### config.mk
export PLATFORM = sky130hd
export DESIGN_NAME = open_loop_startup_angle_sequencer_flat
export DESIGN_NICKNAME = d
export VERILOG_FILES = /design/src/rtl/core/osas_pkg.sv /design/src/rtl/core/osas_in_if.sv /design/src/rtl/core/osas_out_if.sv /design/src/rtl/core/osas_cfg.sv /design/src/rtl/core/osas_engine.sv /design/src/rtl/core/open_loop_startup_angle_sequencer.sv /design/src/flat_wrapper.sv
export SDC_FILE = /design/constraint.sdc
export NUM_CORES = 1
export LEC_CHECK = 0
export ABC_AREA = 1
export BUFFER_PORTS_ARGS = -buffer_cell sky130_fd_sc_hd__buf_2
export CAP_MARGIN = 40
export CORE_MARGIN = 1.5
export CORE_UTILIZATION = 63
export CTS_BUF_LIST = sky130_fd_sc_hd__clkbuf_4 sky130_fd_sc_hd__clkbuf_8 sky130_fd_sc_hd__clkbuf_16
export DETAILED_ROUTE_END_ITERATION = 8
export PLACE_DENSITY = 0.82
export SLEW_MARGIN = 20
export SYNTH_ARGS = -nofsm -noshare
export SYNTH_HDL_FRONTEND = slang
export SYNTH_SLANG_ARGS = --single-unit
### constraint.sdc
create_clock -name clk -period 7.76 [get_ports clk]
set_clock_uncertainty 0.15 [all_clocks]
set_input_delay 1.164 -clock clk [delete_from_list [all_inputs] [get_ports clk]]
set_output_delay 1.164 -clock clk [all_outputs]
set_load 0.05 [all_outputs]
### src/rtl/core/osas_pkg.sv
// Shared types and constants for the open-loop startup angle sequencer.
// No dependencies; every other file of the block imports this package.
package osas_pkg;

    localparam int ANGLE_BITS = 16;
    localparam int RAMP_BITS  = 32;
    localparam int LOCK_BITS  = 16;
    localparam int RATE_BITS  = 16;
    localparam int SHIFT_BITS = 5;
    localparam int STEP_BITS  = 15;
    localparam int CFG_DATA_BITS = 32;
    localparam int CFG_IDX_BITS  = 3;

    // Reset value of the error decay step, about 0.05 degree
    localparam logic [STEP_BITS-1:0] ERROR_STEP_RESET = STEP_BITS'(9);

    typedef enum logic [CFG_IDX_BITS-1:0] {
        REG_LOCK_TICKS = 3'd0,
        REG_END_RAMP   = 3'd1,
        REG_RAMP_RATE  = 3'd2,
        REG_RAMP_SHIFT = 3'd3,
        REG_ERROR_STEP = 3'd4,
        REG_HOLD_OPEN  = 3'd5
    } cfg_reg_t;

    localparam logic CMD_TICK    = 1'b0;
    localparam logic CMD_RESTART = 1'b1;

    typedef struct packed {
        logic [LOCK_BITS-1:0]  lock_ticks;
        logic [RAMP_BITS-1:0]  end_ramp;
        logic [RATE_BITS-1:0]  ramp_rate;
        logic [SHIFT_BITS-1:0] ramp_shift;
        logic [STEP_BITS-1:0]  error_step;
        logic                  hold_open;
    } cfg_t;

    typedef struct packed {
        logic [ANGLE_BITS-1:0] angle;
        logic                  closed_loop;
        logic                  mode_switched;
        logic [ANGLE_BITS-1:0] angle_error;
    } res_t;

endpackage

### src/rtl/core/osas_in_if.sv
// Input channel of the sequencer: one control tick or restart per transfer.
// Depends on osas_pkg for the angle width.
interface osas_in_if
    import osas_pkg::*;
();
    logic                         valid;
    logic                         ready;
    logic                         command;
    logic signed [ANGLE_BITS-1:0] est_angle;

    modport source (output valid, output command, output est_angle, input ready);
    modport sink   (input valid, input command, input est_angle, output ready);
endinterface

### src/rtl/core/osas_out_if.sv
// Result channel of the sequencer: one commutation angle per transfer.
// Depends on osas_pkg for the angle width.
interface osas_out_if
    import osas_pkg::*;
();
    logic                         valid;
    logic                         ready;
    logic signed [ANGLE_BITS-1:0] angle;
    logic                         closed_loop;
    logic                         mode_switched;
    logic signed [ANGLE_BITS-1:0] angle_error;

    modport source (output valid, output angle, output closed_loop,
                    output mode_switched, output angle_error, input ready);
    modport sink   (input valid, input angle, input closed_loop,
                    input mode_switched, input angle_error, output ready);
endinterface

### src/rtl/core/osas_cfg.sv
// Configuration register bank of the sequencer, written through a plain write port.
// Depends on osas_pkg for the register codes and the cfg_t bundle.
module osas_cfg
    import osas_pkg::*;
(
    input  logic                     clk,
    input  logic                     rst_n,
    input  logic                     cfg_we,
    input  logic [CFG_IDX_BITS-1:0]  cfg_index,
    input  logic [CFG_DATA_BITS-1:0] cfg_data,
    output cfg_t                     cfg
);

    cfg_t cfg_reg;

    // Write the addressed register; ignore unused indexes
    always_ff @(posedge clk or negedge rst_n)
    begin
        if (!rst_n)
        begin
            cfg_reg.lock_ticks <= '0;
            cfg_reg.end_ramp   <= '0;
            cfg_reg.ramp_rate  <= '0;
            cfg_reg.ramp_shift <= '0;
            cfg_reg.error_step <= ERROR_STEP_RESET;
            cfg_reg.hold_open  <= 1'b0;
        end
        else if (cfg_we)
        begin
            case (cfg_index)
                REG_LOCK_TICKS: cfg_reg.lock_ticks <= cfg_data[LOCK_BITS-1:0];
                REG_END_RAMP:   cfg_reg.end_ramp   <= cfg_data[RAMP_BITS-1:0];
                REG_RAMP_RATE:  cfg_reg.ramp_rate  <= cfg_data[RATE_BITS-1:0];
                REG_RAMP_SHIFT: cfg_reg.ramp_shift <= cfg_data[SHIFT_BITS-1:0];
                REG_ERROR_STEP: cfg_reg.error_step <= cfg_data[STEP_BITS-1:0];
                REG_HOLD_OPEN:  cfg_reg.hold_open  <= cfg_data[0];
                default: ;
            endcase
        end
    end

    assign cfg = cfg_reg;

endmodule

### src/rtl/core/osas_engine.sv
// Startup state and per-tick update: lock count, speed ramp, forced angle, error.
// Depends on osas_pkg for cfg_t, res_t and widths.
module osas_engine
    import osas_pkg::*;
(
    input  logic                  clk,
    input  logic                  rst_n,
    input  cfg_t                  cfg,
    input  logic                  step,
    input  logic                  command,
    input  logic [ANGLE_BITS-1:0] est_angle,
    output res_t                  res
);

    logic                  open_reg,   open_next;
    logic [LOCK_BITS-1:0]  lock_reg,   lock_next;
    logic [RAMP_BITS-1:0]  ramp_reg,   ramp_next;
    logic [ANGLE_BITS-1:0] forced_reg, forced_next;
    logic [ANGLE_BITS-1:0] err_reg,    err_next;

    logic [RAMP_BITS:0]    ramp_sum;
    logic [RAMP_BITS-1:0]  ramp_sat;
    logic signed [ANGLE_BITS:0] err_ext;
    logic signed [ANGLE_BITS:0] step_ext;
    logic signed [ANGLE_BITS:0] err_decay;
    logic                  switched;
    logic [ANGLE_BITS-1:0] ang;

    // Saturating ramp increment
    assign ramp_sum = {1'b0, ramp_reg} + (RAMP_BITS+1)'(cfg.ramp_rate);
    assign ramp_sat = ramp_sum[RAMP_BITS] ? '1 : ramp_sum[RAMP_BITS-1:0];

    // Move the error toward zero by one step, leave it once within a step
    assign err_ext  = {err_reg[ANGLE_BITS-1], err_reg};
    assign step_ext = (ANGLE_BITS+1)'({1'b0, cfg.error_step});
    always_comb
    begin
        if (err_ext > step_ext)
            err_decay = err_ext - step_ext;
        else if (err_ext < -step_ext)
            err_decay = err_ext + step_ext;
        else
            err_decay = err_ext;
    end

    // Next state and result of one tick
    always_comb
    begin
        open_next   = open_reg;
        lock_next   = lock_reg;
        ramp_next   = ramp_reg;
        err_next    = err_reg;
        forced_next = forced_reg;
        switched    = 1'b0;
        ang         = forced_reg;
        if (command == CMD_RESTART)
        begin
            open_next = 1'b1;
            lock_next = '0;
            ramp_next = '0;
        end
        else if (open_reg)
        begin
            if (lock_reg < cfg.lock_ticks)
                lock_next = lock_reg + 1'b1;
            else if (ramp_reg < cfg.end_ramp)
                ramp_next = ramp_sat;
            else
            begin
                err_next = forced_reg - est_angle;
                if (!cfg.hold_open)
                begin
                    open_next = 1'b0;
                    switched  = 1'b1;
                end
            end
            forced_next = forced_reg + ANGLE_BITS'(ramp_next >> cfg.ramp_shift);
            ang = open_next ? forced_next : est_angle + err_next;
        end
        else
        begin
            err_next = err_decay[ANGLE_BITS-1:0];
            ang      = est_angle + err_next;
        end
    end

    // Commit the state on each processed item
    always_ff @(posedge clk or negedge rst_n)
    begin
        if (!rst_n)
        begin
            open_reg   <= 1'b1;
            lock_reg   <= '0;
            ramp_reg   <= '0;
            forced_reg <= '0;
            err_reg    <= '0;
        end
        else if (step)
        begin
            open_reg   <= open_next;
            lock_reg   <= lock_next;
            ramp_reg   <= ramp_next;
            forced_reg <= forced_next;
            err_reg    <= err_next;
        end
    end

    assign res.angle         = ang;
    assign res.closed_loop   = ~open_next;
    assign res.mode_switched = switched;
    assign res.angle_error   = err_next;

endmodule

### src/rtl/core/open_loop_startup_angle_sequencer.sv
// Open-loop startup angle sequencer, top level: input register, update, result register.
// Each input transfer loads the input register; the state update then feeds the result register,
// which holds its item while the output is stalled; one item per cycle sustained while the output
// accepts, set by the single state update between the input and result registers.
// Reset clears the pipeline valids and resets the startup state and the configuration registers.
// Depends on osas_pkg, osas_in_if, osas_out_if, osas_cfg and osas_engine.
module open_loop_startup_angle_sequencer
    import osas_pkg::*;
(
    input  logic                     clk,
    input  logic                     rst_n,
    input  logic                     cfg_we,
    input  logic [CFG_IDX_BITS-1:0]  cfg_index,
    input  logic [CFG_DATA_BITS-1:0] cfg_data,
    osas_in_if.sink                  in_ch,
    osas_out_if.source               out_ch
);

    cfg_t cfg;
    res_t res;

    logic                  in_valid_reg;
    logic                  cmd_reg;
    logic [ANGLE_BITS-1:0] est_reg;
    logic                  out_valid_reg;
    res_t                  out_reg;
    logic                  advance;
    logic                  in_take;

    osas_cfg u_cfg (
        .clk       (clk),
        .rst_n     (rst_n),
        .cfg_we    (cfg_we),
        .cfg_index (cfg_index),
        .cfg_data  (cfg_data),
        .cfg       (cfg)
    );

    osas_engine u_engine (
        .clk       (clk),
        .rst_n     (rst_n),
        .cfg       (cfg),
        .step      (in_valid_reg && advance),
        .command   (cmd_reg),
        .est_angle (est_reg),
        .res       (res)
    );

    // Advance when the result register is free or being drained
    assign advance     = !out_valid_reg || out_ch.ready;
    assign in_take     = in_ch.valid && in_ch.ready;
    assign in_ch.ready = !in_valid_reg || advance;

    // Hold the input item until the update stage takes it
    always_ff @(posedge clk or negedge rst_n)
    begin
        if (!rst_n)
            in_valid_reg <= 1'b0;
        else if (in_ch.ready)
            in_valid_reg <= in_ch.valid;
    end

    always_ff @(posedge clk)
    begin
        if (in_take)
        begin
            cmd_reg <= in_ch.command;
            est_reg <= in_ch.est_angle;
        end
    end

    // Result register: load on advance, drop after transfer
    always_ff @(posedge clk or negedge rst_n)
    begin
        if (!rst_n)
            out_valid_reg <= 1'b0;
        else if (advance)
            out_valid_reg <= in_valid_reg;
    end

    always_ff @(posedge clk)
    begin
        if (advance && in_valid_reg)
            out_reg <= res;
    end

    assign out_ch.valid         = out_valid_reg;
    assign out_ch.angle         = out_reg.angle;
    assign out_ch.closed_loop   = out_reg.closed_loop;
    assign out_ch.mode_switched = out_reg.mode_switched;
    assign out_ch.angle_error   = out_reg.angle_error;

endmodule
### src/flat_wrapper.sv
// flat-port wrapper written by rule: the top's interface ports become plain ports
module open_loop_startup_angle_sequencer_flat import osas_pkg::*;
  (clk, rst_n, cfg_we, cfg_index, cfg_data, in_ch_valid, in_ch_command, in_ch_est_angle, in_ch_ready, out_ch_valid, out_ch_angle, out_ch_closed_loop, out_ch_mode_switched, out_ch_angle_error, out_ch_ready);
  osas_in_if in_ch_i ();
  osas_out_if out_ch_i ();
  input  logic clk;
  input  logic rst_n;
  input  logic cfg_we;
  input  logic [CFG_IDX_BITS-1:0] cfg_index;
  input  logic [CFG_DATA_BITS-1:0] cfg_data;
  input wire logic [$bits(in_ch_i.valid)-1:0] in_ch_valid;
  input wire logic [$bits(in_ch_i.command)-1:0] in_ch_command;
  input wire logic [$bits(in_ch_i.est_angle)-1:0] in_ch_est_angle;
  output wire logic [$bits(in_ch_i.ready)-1:0] in_ch_ready;
  output wire logic [$bits(out_ch_i.valid)-1:0] out_ch_valid;
  output wire logic [$bits(out_ch_i.angle)-1:0] out_ch_angle;
  output wire logic [$bits(out_ch_i.closed_loop)-1:0] out_ch_closed_loop;
  output wire logic [$bits(out_ch_i.mode_switched)-1:0] out_ch_mode_switched;
  output wire logic [$bits(out_ch_i.angle_error)-1:0] out_ch_angle_error;
  input wire logic [$bits(out_ch_i.ready)-1:0] out_ch_ready;
  assign in_ch_i.valid = in_ch_valid;
  assign in_ch_i.command = in_ch_command;
  assign in_ch_i.est_angle = in_ch_est_angle;
  assign in_ch_ready = in_ch_i.ready;
  assign out_ch_valid = out_ch_i.valid;
  assign out_ch_angle = out_ch_i.angle;
  assign out_ch_closed_loop = out_ch_i.closed_loop;
  assign out_ch_mode_switched = out_ch_i.mode_switched;
  assign out_ch_angle_error = out_ch_i.angle_error;
  assign out_ch_i.ready = out_ch_ready;
  open_loop_startup_angle_sequencer u_core (.clk(clk), .rst_n(rst_n), .cfg_we(cfg_we), .cfg_index(cfg_index), .cfg_data(cfg_data), .in_ch(in_ch_i), .out_ch(out_ch_i));
endmodule
# [Yosys cells after proc, flatten, opt, wreduce, memory -nomap -nowiden]
# Index checks and enable logic that the tools add are counted.
[word_totals] reg_bits=219
[classes] n_addsub=9 n_lt_le_gt_ge=4 eq_ne=5 n_shift=1 n_mux=29 bitwise=3 n_reduce_logical=19
[ops] op="16-bit 2-to-1 mux" n=14
[ops] op="32-bit 2-to-1 mux" n=7
[ops] op="16-bit adder" n=4
[ops] op="32-bit by 16-bit adder with 33-bit output" n=1
[ops] op="32-bit less-than comparator" n=1
[ops] op="32-bit by 5-bit right shift with 16-bit output" n=1
[ops] op="16-bit subtractor" n=2
[ops] op="16-bit by 17-bit less-than comparator with 1-bit output" n=1
[ops] op="15-bit negator with 17-bit output" n=1
[ops] op="16-bit by 1-bit adder with 16-bit output (second input constant)" n=1
[ops] op="16-bit > comparator" n=1
[ops] op="16-bit less-than comparator" n=1
[ops] op="2-bit AND reduction" n=7
[ops] op="1-bit 2-to-1 mux" n=8
[ops] op="3-bit by 2-bit == test with 1-bit output (second input constant)" n=2
[ops] op="3-bit == test (second input constant)" n=2
[ops] op="3-bit AND reduction" n=2
[ops] op="2-bit nonzero test" n=2
[ops] op="4-bit OR reduction" n=1
[ops] op="3-bit by 1-bit == test with 1-bit output (second input constant)" n=1
[ops] op="3-bit logical NOT" n=1
[ops] op="1-bit inverter" n=3
[ops] op="1-bit logical AND" n=2
[ops] op="1-bit logical NOT" n=2
[ops] op="1-bit logical OR" n=2

# [Logic depth before layout (Yosys ltp)]
# Gate-level depths: netlist of run 1.
[logic_depth] depth_word=11 mapped_depth=47 depth_no_buf=46

# [Cells and area by module]
# Synthesis of run 1 repeated with hierarchy kept, for this count alone.
[unflattened] cells_unflattened=2677 hier_area_um2=18667.9
[by_module_without_submodules] module="osas_engine" n_inst=1 cells_per_inst=2233 area_per_inst_um2=13650.6 seq_area_each_um2=2028.2
[by_module_without_submodules] module="osas_cfg" n_inst=1 cells_per_inst=381 area_per_inst_um2=3390.8 seq_area_each_um2=2129.5
[by_module_without_submodules] module="open_loop_startup_angle_sequencer" n_inst=1 cells_per_inst=63 area_per_inst_um2=1626.6 seq_area_each_um2=1581.5

# [Least setup slack after synthesis of run 1]
# Ideal clock, no wire load.
[synth_timing] path_kind="register -> register" from="register u_core.u_cfg.cfg_reg (netlist bit u_core.u_cfg.cfg[2])" to="register u_core.out_reg (netlist bit u_core.out_ch.angle[14]), data pin" arrival_ns=5.339 t_required_ns=7.347 setup_slack_ns=2.008 path_stages_with_launch=40 path_buffers=1 path_cell_list="dfrtp_1 > inv_1 > ha_1 > nand3_1 > nor2_1 > nand2_1 > nor3_1 > nand4_1 > nor2_1 > nand3_1 > xor2_1 > ha_1 > nand2_1 > inv_1 > o21ai_0 > nand2_1 > a21oi_1 > nand3_1 > [4 not listed] > nor2_1 > o21ai_0 > ha_1 > fa_1 > nand3_1 > nand2_1 > nand2_1 > nand2_1 > a21oi_1 > o21ai_0 > a31oi_1 > o21ai_0 > a21oi_1 > nor2_1 > nor2_1 > xnor2_1 > a22oi_1 > o21ai_1"
[synth_rtl] item="start: declaration" line="osas_cfg.sv:14" text="cfg_t cfg_reg;"
[synth_rtl] item="end signal: assignment" line="open_loop_startup_angle_sequencer.sv:84" text="out_reg <= res;"
[synth_rtl] item="end: declaration" line="open_loop_startup_angle_sequencer.sv:26" text="res_t out_reg;"

==> flow_metrics.py, run 1 <==
metrics = {
    "clock_network": {
        "cts_buffer_depth": 3,
        "cts_resized": 0,
        "insertion_delay_ns": 0.56,
        "cts_made_buffers": 25,
        "clk_pin_slew_ns": 0.06,
        "holdBufCountCts": 0,
        "cts_tree": "done",
        "cts-root-buf": "clkbuf_16",
        "post_cts_buffers": 0,
        "cts.sinks": 219,
        "htreeDepth": 1,
    },
    "detailed_routing": {
        "drtIter0Drc": 1641,
        "first_pass_iters": 6,
        "viasPerCell": 5.86,
        "antenna_left": 0,
        "vias": 17700,
        "drc": 0,
        "wl_per_cell_um": 17.8,
        "drt-total-wl_um": 54100,
    },
    "min_path": {
        "min_from": "u_core.u_cfg.cfg[74]$_DFFE_PN0P_",
        "hp-class": "reg -> reg",
        "hold_depth": 2,
    },
    "pwr": {
        "pwr-share-seq_pct": 23.8,
        "swShare_pct": 49.3,
        "power.switching_mw": 3.68,
        "p_clk_share_pct": 18.3,
        "combPwrFrac_pct": 58.0,
        "p_int_mw": 3.78,
        "p_total_mw": 7.45,
        "total_leakage_power_nw": 10.3,
        "p_per_area_nw_per_um2": 366,
        "ir_worst_vdd_uv": 196,
    },
    "setup_path": {
        "cp_data_required_time_ns": 7.90,
        "cp_slowest_cell": "dfrtp_1",
        "ff2ff_setup_slack_ns": 0.92,
        "r2r_cells": 38,
        "timing.rr.start": "u_core.u_cfg.cfg[2]$_DFFE_PN0P_",
        "crit_path_end_kind": "flop",
        "cp_max_fo": 22,
        "worstSetupPathType": "reg -> reg",
        "worst_setup_path_start_kind": "flop",
        "endpoint": "u_core.out_ch.angle[14]$_DFFE_PP_",
        "arrival_ns": 6.98,
        "crit_path_max_incr_delay_ns": 0.43,
        "reg2reg_to": "u_core.out_ch.angle[14]$_DFFE_PP_",
        "critPathLaunch": "u_core.u_cfg.cfg[2]$_DFFE_PN0P_",
        "crit_top_cell": "nand2_1",
    },
    "sta": {
        "slew_headroom_pct": 48.7,
        "slew_viol_final": 0,
        "timing.final.hold_violations": 0,
        "setup_viol": 0,
        "worst_slew_pin_slew_ns": 0.762,
        "period_minus_slack_ns": 6.84,
        "period_share_pct": 88.2,
        "setup_tns_ns": 0,
        "max_freq_ghz": 0.146,
        "rsz0062_at_grt": "false",
    },
    "yosys": {
        "seq_area_frac_synth_pct": 30.8,
        "synth-main-ff-cell": "dfrtp_1",
        "avgSynthCellArea_um2": 7.25,
        "ys_ff_latch": 219,
        "synthDistinctLibCells": 78,
        "yosys_warnings": 0,
        "syn-num-nets": 2803,
        "syn_area_um2": 18600,
        "async_flop_share_pct": 76.7,
        "syn_inst": 2569,
        "synth_edf_count": 51,
    },
    "global_routing": {
        "antenna_found_initial": 1,
        "grt_pass1_wl_um": 87100,
        "grt_max_degree": 67,
        "track_usage_pct": 35.5,
        "grt_pass1_vias": 17000,
        "overflow": 0,
    },
    "final_layout": {
        "antenna_cells": 0,
        "largest_reg_flops": 85,
        "drive_above_1_share_pct": 10.6,
        "stdcell_area_um2": 20400,
        "area_growth_pct": 9.45,
        "nNetsFinal": 2860,
        "fillers": 2463,
    },
    "die": {
        "io_pins": 93,
        "die_h_um": 175,
        "coreArea_um2": 28900,
        "dieArea_um2": 30600,
        "num_rows": 62,
        "start_util_pct": 64.4,
        "die_x_um": 175,
    },
    "placement": {
        "dpl_cell_area_um2": 19400,
        "routabilityCongestion": 0.986,
        "dp_hpwl_um": 41500,
        "io_buffers": 92,
    },
    "status": {
        "status": "finished, final reports clean",
    },
    "flow_run": {
        "cap_violations": 0,
    },
}
## cell usage in the layout (no fill, tap or decap), types with 7 or more instances in the layout
master,count
nand2_1,686
inv_1,298
o21ai_0,211
ha_1,170
dfrtp_1,165
a21oi_1,157
nand3_1,135
nor2_1,130
buf_2,91
xor2_1,76
o21ai_1,59
edfxtp_1,51
o211ai_1,37
nand4_1,26
clkbuf_16,26
nor3_1,24
inv_2,21
xnor2_1,19
nand2_2,18
nand3_2,15
o22ai_1,15
o21ai_2,14
buf_4,11
o21bai_1,10
a31oi_1,9
nor2_2,9
o221ai_1,8
fa_1,7
## logic make-up after synthesis
kind of cell             share of synthesized area (%)
buffers and inverters                             8.85
flip-flops                                        30.8
adder cells (fa/ha/maj)                           12.2
XOR/XNOR                                          4.47
multiplexers                                     0.323
AO/OA/AOI/OAI                                     17.6
AND/OR/NAND/NOR                                   25.7
## routing by layer
layer  vias up  wire (µm)  GRT usage (%)
li1       8677          -              -
met1      8257      21900           44.6
met2       656      26300           61.8
met3       147       3300           3.92
met4         0       2560           15.0
met5         -          0              0
## how the worst min path moves through the flow
stage	slack (ns)	end
floorplan	0.30	u_core.u_cfg.cfg[38]$_DFFE_PN0P_
global placement	0.32	u_core.u_cfg.cfg[37]$_DFFE_PN0P_
detailed placement	0.32	u_core.u_cfg.cfg[40]$_DFFE_PN0P_
CTS	0.34	u_core.u_cfg.cfg[74]$_DFFE_PN0P_
global route	0.35	u_core.u_engine.ramp_reg[29]$_DFFE_PN0P_
finish	0.34	u_core.u_cfg.cfg[74]$_DFFE_PN0P_
## worst max-delay path, delay by kind of cell, from the launching register on
family / cells / cell delay [ns]
AOI/OAI and AO/OA: 10 / 1.76
xor gates and xnor gates: 2 / 0.25
adders and majority gates: 4 / 1.13
buffers and inverters: 3 / 0.35
DFF: 1 / 0.43
and+or+nand+nor: 19 / 2.50
## final cells by class
| cell class | instances | area [µm²] | area share (%) |
|---|---|---|---|
| clock inverter | 15 | 234 | 1.15 |
| multi-input combinational | 1944 | 11200 | 55.2 |
| sequential | 219 | 5740 | 28.2 |
| clock buffer | 31 | 713 | 3.50 |
| inverter | 322 | 1210 | 5.94 |
| tap | 384 | 480 | 2.36 |
| timing repair buffer | 114 | 762 | 3.74 |
## per-stage QoR
step           setup slack [ns]  hold WS, ns  cells  util [%]
2_1_floorplan              2.01        0.303   2569         -
3_5_place_dp               1.07        0.325   2979      66.9
4_1_cts                    1.01        0.343   3025      70.2
6_report                  0.918        0.338   3029      70.4
5_1_grt                   0.216        0.352   3029      70.4
3_3_place_gp               1.30        0.318   2972      66.4
## power by group through the flow
stage / Combinational [mW] / Clock, mW / Sequential (mW)
finish: 4.32 / 1.36 / 1.77
CTS: 4.25 / 1.37 / 1.76
global route: 4.79 / 1.41 / 1.79
floorplan: 2.94 / 0 / 1.91
detailed placement: 4.22 / 0 / 1.78
global placement: 4.11 / 0 / 1.78
## Yosys cell counts (14+ instances only)
| library cell | count | area (µm²) |
|---|---|---|
| nand2_1 | 687 | 2580 |
| inv_1 | 299 | 1120 |
| o21ai_0 | 211 | 1060 |
| ha_1 | 170 | 2130 |
| dfrtp_1 | 165 | 4130 |
| a21oi_1 | 157 | 786 |
| nand3_1 | 135 | 676 |
| nor2_1 | 132 | 495 |
| xor2_1 | 76 | 666 |
| o21ai_1 | 59 | 295 |
| edfxtp_1 | 51 | 1530 |
| clkbuf_1 | 42 | 158 |
| o211ai_1 | 37 | 278 |
| nand4_1 | 26 | 163 |
| nor3_1 | 24 | 120 |
| buf_2 | 23 | 115 |
| inv_2 | 20 | 75.1 |
| xnor2_1 | 19 | 166 |
| nand2_2 | 17 | 106 |
| nand3_2 | 15 | 150 |
| o22ai_1 | 15 | 93.8 |
| o21ai_2 | 14 | 123 |
Note: power is estimated with default switching activity, not from simulation.
==> run 2, diff against run 1 <==
--- a/config.mk
+++ b/config.mk
@@ -13,6 +13,7 @@
 export CTS_BUF_LIST = sky130_fd_sc_hd__clkbuf_4 sky130_fd_sc_hd__clkbuf_8 sky130_fd_sc_hd__clkbuf_16
 export DETAILED_ROUTE_END_ITERATION = 8
 export PLACE_DENSITY = 0.82
+export SETUP_SLACK_MARGIN = 0.5
 export SLEW_MARGIN = 20
 export SYNTH_ARGS = -nofsm -noshare
 export SYNTH_HDL_FRONTEND = slang
==> constraint.sdc (replaced) <==
create_clock -name clk -period 7 [get_ports clk]
set_clock_uncertainty 0.15 [all_clocks]
set_input_delay 1.05 -clock clk [delete_from_list [all_inputs] [get_ports clk]]
set_output_delay 1.05 -clock clk [all_outputs]
set_load 0.05 [all_outputs]
==> run 2 against run 1 <==
Final cell count grew 0.46%. Design area grew 0.50%. First-iteration DRC count shrank 7.3%. Largest power group unchanged.
==> flow_metrics.py, run 2 (same netlist as run 1, synthesis figures left out) <==
metrics = {
    "pwr": {
        "p_per_area_nw_per_um2": 401,
        "total_leakage_power_nw": 10.3,
        "ir_worst_vdd_uv": 223,
    },
    "clock_network": {
        "holdBufCountCts": 0,
        "clk_pin_slew_ns": 0.06,
        "cts_tree": "done",
        "cts_made_buffers": 26,
        "cts.sinks": 219,
        "insertion_delay_ns": 0.57,
        "htreeDepth": 1,
        "cts-root-buf": "clkbuf_16",
        "cts_buffer_depth": 3,
    },
    "flow_run": {
        "cap_violations": 0,
    },
    "setup_path": {
        "worst_setup_path_start_kind": "flop",
        "crit_path_max_incr_delay_ns": 0.42,
        "critPathLaunch": "u_core.u_cfg.cfg[2]$_DFFE_PN0P_",
        "worstSetupPathType": "reg -> reg",
        "timing.rr.start": "u_core.u_cfg.cfg[2]$_DFFE_PN0P_",
        "cp_slowest_cell": "dfrtp_2",
        "reg2reg_to": "u_core.out_ch.angle[13]$_DFFE_PP_",
        "r2r_cells": 36,
        "crit_path_end_kind": "flop",
        "cp_max_fo": 22,
        "arrival_ns": 6.13,
        "ff2ff_setup_slack_ns": 1.00,
        "crit_top_cell": "nand2_1",
        "cp_data_required_time_ns": 7.13,
    },
    "placement": {
        "place_ws_ns": 0.287,
        "dpl_cell_area_um2": 19400,
        "dp_cells": 2983,
        "io_buffers": 92,
        "routabilityCongestion": 1.00,
        "dp_hpwl_um": 41800,
    },
    "die": {
        "num_rows": 62,
        "dieArea_um2": 30600,
        "die_h_um": 175,
        "coreArea_um2": 28900,
        "io_pins": 93,
        "die_x_um": 175,
        "start_util_pct": 64.4,
    },
    "sta": {
        "timing.final.hold_violations": 0,
        "setup_tns_ns": 0,
        "fin_ws_ns": 1.00,
        "max_freq_ghz": 0.167,
        "slew_headroom_pct": 43.6,
        "period_minus_slack_ns": 6.00,
        "setup_viol": 0,
        "slew_viol_final": 0,
        "period_share_pct": 85.6,
        "worst_slew_pin_slew_ns": 0.843,
        "rsz0062_at_grt": "false",
    },
    "global_routing": {
        "antenna_found_initial": 0,
        "grt_pass1_vias": 17300,
        "track_usage_pct": 35.3,
        "grt_max_degree": 59,
        "grt_pass1_wl_um": 87000,
        "overflow": 0,
    },
    "detailed_routing": {
        "drc": 0,
        "viasPerCell": 5.87,
        "wl_per_cell_um": 17.8,
        "drt-total-wl_um": 54300,
        "first_pass_iters": 8,
        "vias": 17900,
        "drtIter0Drc": 1521,
        "antenna_left": 0,
    },
    "final_layout": {
        "area_growth_pct": 10.0,
        "stdcell_count": 3043,
        "largest_reg_flops": 85,
        "stdcell_area_um2": 20500,
        "drive_above_1_share_pct": 11.7,
        "nNetsFinal": 2875,
        "antenna_cells": 0,
        "final_cell_mix": "nand2_1 (685), inv_1 (297), o21ai_0 (203), ha_1 (169), dfrtp_1 (164)",
        "final_common_cell": "nand2_1",
    },
    "status": {
        "status": "finished, final reports clean",
    },
    "min_path": {
        "hp-class": "in -> async",
    },
}
## run 2: worst max path at each step
stage,depth (start not counted),end
finish,36,u_core.out_ch.angle[13]$_DFFE_PP_
CTS,36,u_core.out_ch.angle[13]$_DFFE_PP_
detailed placement,38,u_core.out_ch.angle[14]$_DFFE_PP_
floorplan,39,u_core.out_ch.angle[14]$_DFFE_PP_
global route,39,u_core.out_ch.angle[14]$_DFFE_PP_
global placement,38,u_core.out_ch.angle[14]$_DFFE_PP_
## run 2: power breakdown
part | total (mW) | internal (mW) | switching [mW]
sequential | 1.97 | 1.65 | 0.317
combinational | 4.92 | 1.72 | 3.20
clock | 1.33 | 0.764 | 0.568
total | 8.22 | 4.13 | 4.09
## run 2: timing repair
action / CTS / global route
pin swaps: 1 / 11
buffers inserted: 1 / 9
resized for setup: 2 / 32
endpoints found under the setup margin: 5 / 9
cloned: 0 / 1
## run 2: metrics by stage
step	total power [mW]	utilization [%]	hold slack, ns
floorplan	5.39	-	0.303
global route	8.82	70.8	0.244
global placement	6.51	66.5	0.318
CTS	8.02	70.1	0.234
detailed placement	6.63	67.1	0.323
finish	8.22	70.8	0.234
## run 2: critical path, delay by kind of cell, from the launching register on
kind	cells	cell delay [ns]
AO/OA/AOI/OAI	13	1.87
XOR/XNOR	2	0.37
adder cells (fa/ha/maj)	3	0.80
buffers and inverters	3	0.22
flip-flops	1	0.42
AND/OR/NAND/NOR	15	1.88
## run 2: routing by layer
layer / global-route usage (%) / vias to the layer above / share of wire [%]
met3: 3.37 / 184 / 5.8
met1: 43.8 / 8288 / 40
met5: 0 / - / 0
li1: - / 8707 / -
met4: 16.3 / 0 / 5.3
met2: 62.1 / 678 / 49
## run 2: cell type report
| class | instances | area (µm²) |
|---|---|---|
| Clock inverter | 10 | 86.3 |
| Multi-Input combinational cell | 1945 | 11300 |
| Timing Repair Buffer | 127 | 863 |
| Sequential cell | 219 | 5740 |
| Fill cell | 2413 | 8450 |
| Inverter | 322 | 1220 |
| Clock buffer | 36 | 763 |
| Tap cell | 384 | 480 |
